## config.mk

```make
export PLATFORM = sky130hd
export DESIGN_NAME = ptp_azimuth
export DESIGN_NICKNAME = d
export VERILOG_FILES = /design/src/hw/rtl/ptp_pkg.sv /design/src/hw/rtl/ptp_azimuth.sv
export SDC_FILE = /design/constraint.sdc
export NUM_CORES = 1
export LEC_CHECK = 0
export BUFFER_PORTS_ARGS = -buffer_cell sky130_fd_sc_hd__buf_2
export CORE_MARGIN = 3
export CORE_UTILIZATION = 45
export CTS_CLUSTER_DIAMETER = 200
export DETAILED_ROUTE_END_ITERATION = 10
export HOLD_SLACK_MARGIN = 0.1
export PLACE_DENSITY = 0.88
export SETUP_SLACK_MARGIN = 0.02
export SKIP_CTS_REPAIR_TIMING = 1
export SYNTH_ARGS = -nofsm -noshare
export SYNTH_HDL_FRONTEND = slang
export SYNTH_SLANG_ARGS = --single-unit
```

## constraint.sdc

```tcl
create_clock -name clk -period 1.1 [get_ports clk]
set_clock_uncertainty 0.2 [all_clocks]
set_input_delay 0.11 -clock clk [delete_from_list [all_inputs] [get_ports clk]]
set_output_delay 0.11 -clock clk [all_outputs]
set_load 0.01 [all_outputs]
```

## src/hw/rtl/ptp_pkg.sv

```systemverilog
// ----------------------------------------------------------------------------
// ptp_pkg
// Shared types, constants and tables for the pen tilt to polar converter.
// ----------------------------------------------------------------------------
package ptp_pkg;

    localparam int CORDIC_STAGES = 16;
    localparam int MAX_STAGES    = 24;
    localparam int CS            = (CORDIC_STAGES > MAX_STAGES) ? MAX_STAGES : CORDIC_STAGES;
    localparam int LATENCY       = 2 * CS + 3;

    localparam int XW = 36;
    localparam int ZW = 25;

    localparam logic signed [XW-1:0] GAIN_Q16  = XW'(107922);
    localparam logic signed [ZW-1:0] QUAD_MAX  = ZW'(90 * 65536);
    localparam logic signed [ZW-1:0] HALF_TURN = ZW'(180 * 65536);
    localparam logic signed [ZW-1:0] HALF_Q16  = ZW'(32768);
    localparam logic signed [7:0]    DEG_LIMIT = 8'sd90;

    typedef struct packed {
        logic              zero;
        logic              neg_x;
        logic              neg_y;
        logic signed [8:0] az;
    } tag_t;

    function automatic logic [31:0] tan_rom(input logic [6:0] d);
        logic [31:0] v;
        case (d)
            7'd0: v = 32'd0;        7'd1: v = 32'd1144;     7'd2: v = 32'd2289;
            7'd3: v = 32'd3435;     7'd4: v = 32'd4583;     7'd5: v = 32'd5734;
            7'd6: v = 32'd6888;     7'd7: v = 32'd8047;     7'd8: v = 32'd9210;
            7'd9: v = 32'd10380;    7'd10: v = 32'd11556;   7'd11: v = 32'd12739;
            7'd12: v = 32'd13930;   7'd13: v = 32'd15130;   7'd14: v = 32'd16340;
            7'd15: v = 32'd17560;   7'd16: v = 32'd18792;   7'd17: v = 32'd20036;
            7'd18: v = 32'd21294;   7'd19: v = 32'd22566;   7'd20: v = 32'd23853;
            7'd21: v = 32'd25157;   7'd22: v = 32'd26478;   7'd23: v = 32'd27818;
            7'd24: v = 32'd29179;   7'd25: v = 32'd30560;   7'd26: v = 32'd31964;
            7'd27: v = 32'd33392;   7'd28: v = 32'd34846;   7'd29: v = 32'd36327;
            7'd30: v = 32'd37837;   7'd31: v = 32'd39378;   7'd32: v = 32'd40951;
            7'd33: v = 32'd42560;   7'd34: v = 32'd44205;   7'd35: v = 32'd45889;
            7'd36: v = 32'd47615;   7'd37: v = 32'd49385;   7'd38: v = 32'd51202;
            7'd39: v = 32'd53070;   7'd40: v = 32'd54991;   7'd41: v = 32'd56970;
            7'd42: v = 32'd59009;   7'd43: v = 32'd61113;   7'd44: v = 32'd63287;
            7'd45: v = 32'd65536;   7'd46: v = 32'd67865;   7'd47: v = 32'd70279;
            7'd48: v = 32'd72785;   7'd49: v = 32'd75391;   7'd50: v = 32'd78103;
            7'd51: v = 32'd80930;   7'd52: v = 32'd83882;   7'd53: v = 32'd86969;
            7'd54: v = 32'd90203;   7'd55: v = 32'd93595;   7'd56: v = 32'd97161;
            7'd57: v = 32'd100917;  7'd58: v = 32'd104880;  7'd59: v = 32'd109070;
            7'd60: v = 32'd113512;  7'd61: v = 32'd118230;  7'd62: v = 32'd123255;
            7'd63: v = 32'd128622;  7'd64: v = 32'd134369;  7'd65: v = 32'd140542;
            7'd66: v = 32'd147196;  7'd67: v = 32'd154393;  7'd68: v = 32'd162207;
            7'd69: v = 32'd170727;  7'd70: v = 32'd180059;  7'd71: v = 32'd190330;
            7'd72: v = 32'd201699;  7'd73: v = 32'd214359;  7'd74: v = 32'd228551;
            7'd75: v = 32'd244584;  7'd76: v = 32'd262851;  7'd77: v = 32'd283868;
            7'd78: v = 32'd308323;  7'd79: v = 32'd337153;  7'd80: v = 32'd371673;
            7'd81: v = 32'd413778;  7'd82: v = 32'd466313;  7'd83: v = 32'd533748;
            7'd84: v = 32'd623533;  7'd85: v = 32'd749080;  7'd86: v = 32'd937208;
            7'd87: v = 32'd1250501; 7'd88: v = 32'd1876705; 7'd89: v = 32'd3754555;
            default: v = 32'hFFFF_FFFF;
        endcase
        return v;
    endfunction

    function automatic logic signed [ZW-1:0] atan_rom(input int i);
        logic signed [ZW-1:0] v;
        case (i)
            0: v = ZW'(2949120);  1: v = ZW'(1740967);  2: v = ZW'(919879);
            3: v = ZW'(466945);   4: v = ZW'(234379);   5: v = ZW'(117265);
            6: v = ZW'(58666);    7: v = ZW'(29335);    8: v = ZW'(14668);
            9: v = ZW'(7334);     10: v = ZW'(3667);    11: v = ZW'(1833);
            12: v = ZW'(917);     13: v = ZW'(458);     14: v = ZW'(229);
            15: v = ZW'(115);     16: v = ZW'(57);      17: v = ZW'(29);
            18: v = ZW'(14);      19: v = ZW'(7);       20: v = ZW'(4);
            21: v = ZW'(2);       22: v = ZW'(1);
            default: v = '0;
        endcase
        return v;
    endfunction

    // clamp to first quadrant and round to whole degrees
    function automatic logic [7:0] quad_round(input logic signed [ZW-1:0] z);
        logic signed [ZW-1:0] a;
        logic signed [ZW-1:0] s;
        if (z < 0)
            a = '0;
        else if (z > QUAD_MAX)
            a = QUAD_MAX;
        else
            a = z;
        s = a + HALF_Q16;
        return s[23:16];
    endfunction

endpackage

```

## src/hw/rtl/ptp_azimuth.sv

```systemverilog
// ----------------------------------------------------------------------------
// ptp_azimuth
// Quadrant unfolding and rounding of the azimuth; forwards the magnitude.
// ----------------------------------------------------------------------------
module ptp_azimuth (
    input  logic                          clk,
    input  logic                          rst_n,
    input  logic                          in_valid,
    input  logic signed [ptp_pkg::XW-1:0] in_mag,
    input  logic signed [ptp_pkg::ZW-1:0] in_z,
    input  ptp_pkg::tag_t                 in_tag,
    output logic                          out_valid,
    output logic signed [ptp_pkg::XW-1:0] out_mag,
    output ptp_pkg::tag_t                 out_tag
);

    logic                          valid_reg;
    logic signed [ptp_pkg::XW-1:0] mag_reg;
    ptp_pkg::tag_t                 tag_reg, tag_next;
    logic signed [ptp_pkg::ZW-1:0] a, full, s;
    logic signed [8:0]             r;

    always_comb
    begin
        if (in_z < 0)
            a = '0;
        else if (in_z > ptp_pkg::QUAD_MAX)
            a = ptp_pkg::QUAD_MAX;
        else
            a = in_z;
        full = in_tag.neg_x ? (ptp_pkg::HALF_TURN - a) : a;
        s    = full + ptp_pkg::HALF_Q16;
        r    = $signed({1'b0, s[23:16]});
        tag_next    = in_tag;
        if (in_tag.zero)
            tag_next.az = '0;
        else
            tag_next.az = in_tag.neg_y ? -r : r;
    end

    always_ff @(posedge clk or negedge rst_n)
    begin
        if (!rst_n)
            valid_reg <= 1'b0;
        else
            valid_reg <= in_valid;
    end

    always_ff @(posedge clk)
    begin
        mag_reg <= in_mag;
        tag_reg <= tag_next;
    end

    assign out_valid = valid_reg;
    assign out_mag   = mag_reg;
    assign out_tag   = tag_reg;

endmodule
```

==> results.json <==
{
  "grt_usage_pct": 23.5,
  "status": "finished with violations",
  "top_level_ports": 125,
  "setup-violations-final": 17,
  "antenna_found_initial": 0,
  "grt_max_degree": 18,
  "routed_wirelength_mm": 11.2,
  "wl_per_cell_um": 24.1,
  "hold_path_class": "in -> reg",
  "portBuffers": 115,
  "register_area_um2": 998,
  "clk_pin_slew_ps": 90,
  "synth_top_cell_by_area": "dfxtp_1",
  "cp.required_ps": 1110,
  "ant_nets": 0,
  "synth_nets": 283,
  "clock_path_buffers": 2,
  "synth-edff-count": 0,
  "syn_inst": 205,
  "grt_pass1_vias": 2130,
  "power.density_nw_per_um2": 1120,
  "grt_remaining_overflow": 0,
  "gp_congestion": 0.888,
  "drc": 0,
  "num_rows": 23,
  "ys_types": 52,
  "ys_seq_area_share_pct": 50.5,
  "rsz0062_at_grt": "yes",
  "dp_hpwl_mm": 5.04,
  "peakVddDrop_v": 0.000749,
  "failed_checks": "negative hold slack, negative setup slack",
  "finalHoldViolCount": 2,
  "yosys_register_bits": 49,
  "fp.dieArea_um2": 5170,
  "synth_top_area_share_pct": 49.2,
  "synth.area.top_cells": "dfxtp_1 (49%), nor2_1 (4.2%), xnor2_1 (3.1%)",
  "cts_max_level": 2,
  "holdPathStages": 1,
  "tightest_slew_ps": 787,
  "startpoint_type": "primary input",
  "fmax_mhz": 279,
  "crit_type": "in -> reg",
  "ys_warn_count": 0,
  "fill_cells": 155,
  "vias_per_cell": 6.26,
  "dr_total_vias": 2910,
  "setup_slack_ps": -2490,
  "cts_tree": "done",
  "initial_core_util_pct": 47.8,
  "cp_max_fo": 7,
  "fin_crit_sh_pct": 326,
  "multiInputGateArea_um2": 1110,
  "max-slew-margin-rel_pct": 47.5,
  "cts_sinks": 49,
  "final_cell_mix": "buf_2 (104), buf_4 (53), dlygate4sd3_1 (41), dfxtp_1 (38), nor2_1 (20)",
  "final_cell_count_no_fill": 465,
  "grt_pass1_wl_mm": 9.56,
  "synth_top_flop_cell": "dfxtp_1",
  "synth_area_um2": 1950,
  "syn_avg_cell_area_um2": 9.53,
  "area_growth_pct": 92.1,
  "layout_commonest_cell": "buf_2",
  "power_leakage_uw": 0.00173,
  "cts_root_buffer": "clkbuf_8",
  "die_x_um": 71.9,
  "arrival_ps": 3600,
  "layout_min_cycle_time_ps": 3590,
  "numCtsBuffers": 5,
  "fin_util_pct": 91.8,
  "diodes": 0,
  "place_inst": 410,
  "drv_cap": 0,
  "layout-drive-gt1-share_pct": 53.3,
  "die_h_um": 71.9,
  "drtPass1Iterations": 6,
  "async_reset_ff_share_pct": 2.04,
  "cp-end-kind": "flip-flop",
  "hold_slack_ps": -185,
  "layout.nets": 492,
  "core-area_um2": 4090,
  "slew_viol_final": 0,
  "first_iter_violations": 350
}
state kept, by name, summed over array words and instances (netlist names):
register / count
out_mag: 36
out_tag: 12
out_valid: 1
path summary, 6_finish.rpt:
path / start / slack (ps) / to
worst max-delay path: in_z[10] / -2490 / out_tag[7]
worst min-delay path: in_tag[11] / -180 / out_tag[11]
max in group asynchronous: rst_n / 140 / out_valid
min in group asynchronous: rst_n / 450 / out_valid
kinds of logic after synthesis:
group           synth area share (%)
fa+ha+maj                       1.28
flops                           50.5
xor+xnor                        4.48
compound gates                  17.0
simple gates                    21.5
buf+inv                         3.07
mux                             2.24
synth_stat cells (2+ instances only):
cell / instances
dfxtp_1: 48
nor2_1: 22
nand2_1: 9
nand2b_1: 8
nand3_1: 8
a21oi_1: 7
nor3_1: 7
xnor2_1: 7
clkbuf_1: 6
o21ai_0: 6
inv_1: 5
nor4_1: 5
a31oi_1: 4
a211oi_1: 3
buf_2: 3
mux2_2: 3
nor3b_1: 3
or3_1: 3
xor2_1: 3
a2111oi_0: 2
a21o_1: 2
a311oi_1: 2
and2_1: 2
and3_1: 2
and3b_1: 2
ha_1: 2
nor2b_1: 2
o211ai_1: 2
o22ai_1: 2
o311ai_0: 2
o31ai_1: 2
routing by layer:
layer	part of all wire (%)	track usage, %	wire length, µm
met4	8.5	10.4	955
met3	12	5.89	1310
met1	34	23.5	3850
met2	45	45.2	5090
met5	0	0	0
area by class of cell:
class | count | area share, %
Sequential cell | 49 | 26.6
Clock buffer | 8 | 2.13
Tap cell | 50 | 1.67
Timing Repair Buffer | 211 | 39.3
Inverter | 6 | 0.600
Multi-Input combinational cell | 141 | 29.7
through the flow:
stage	power [µW]	setup TNS, ps	setup WS (ps)	area (µm²)
2_1_floorplan	2310	-15960	-2090	2050
3_3_place_gp	2720	-17090	-2170	3000
3_5_place_dp	2760	-18680	-2390	3000
4_1_cts	3700	-15990	-2080	3080
5_1_grt	4290	-19620	-2550	3750
6_report	4190	-18480	-2490	3750
power by group:
group | switching, µW | internal (µW) | total (µW)
Sequential | 49.3 | 1890 | 1940
Clock | 623 | 454 | 1080
Combinational | 600 | 572 | 1170
worst max-delay path: stages:
cell and delay (ps):
buf_2 110, nor4_1 420, nand2_1 150, o31a_1 340
nor3_2 200, ha_2 300, nand3b_1 200, or4_1 480
nand3_2 120, xnor2_2 90, a21oi_4 260, nor2_1 110
a31oi_1 340, mux2_2 380
(Power assumes the default switching activity.)
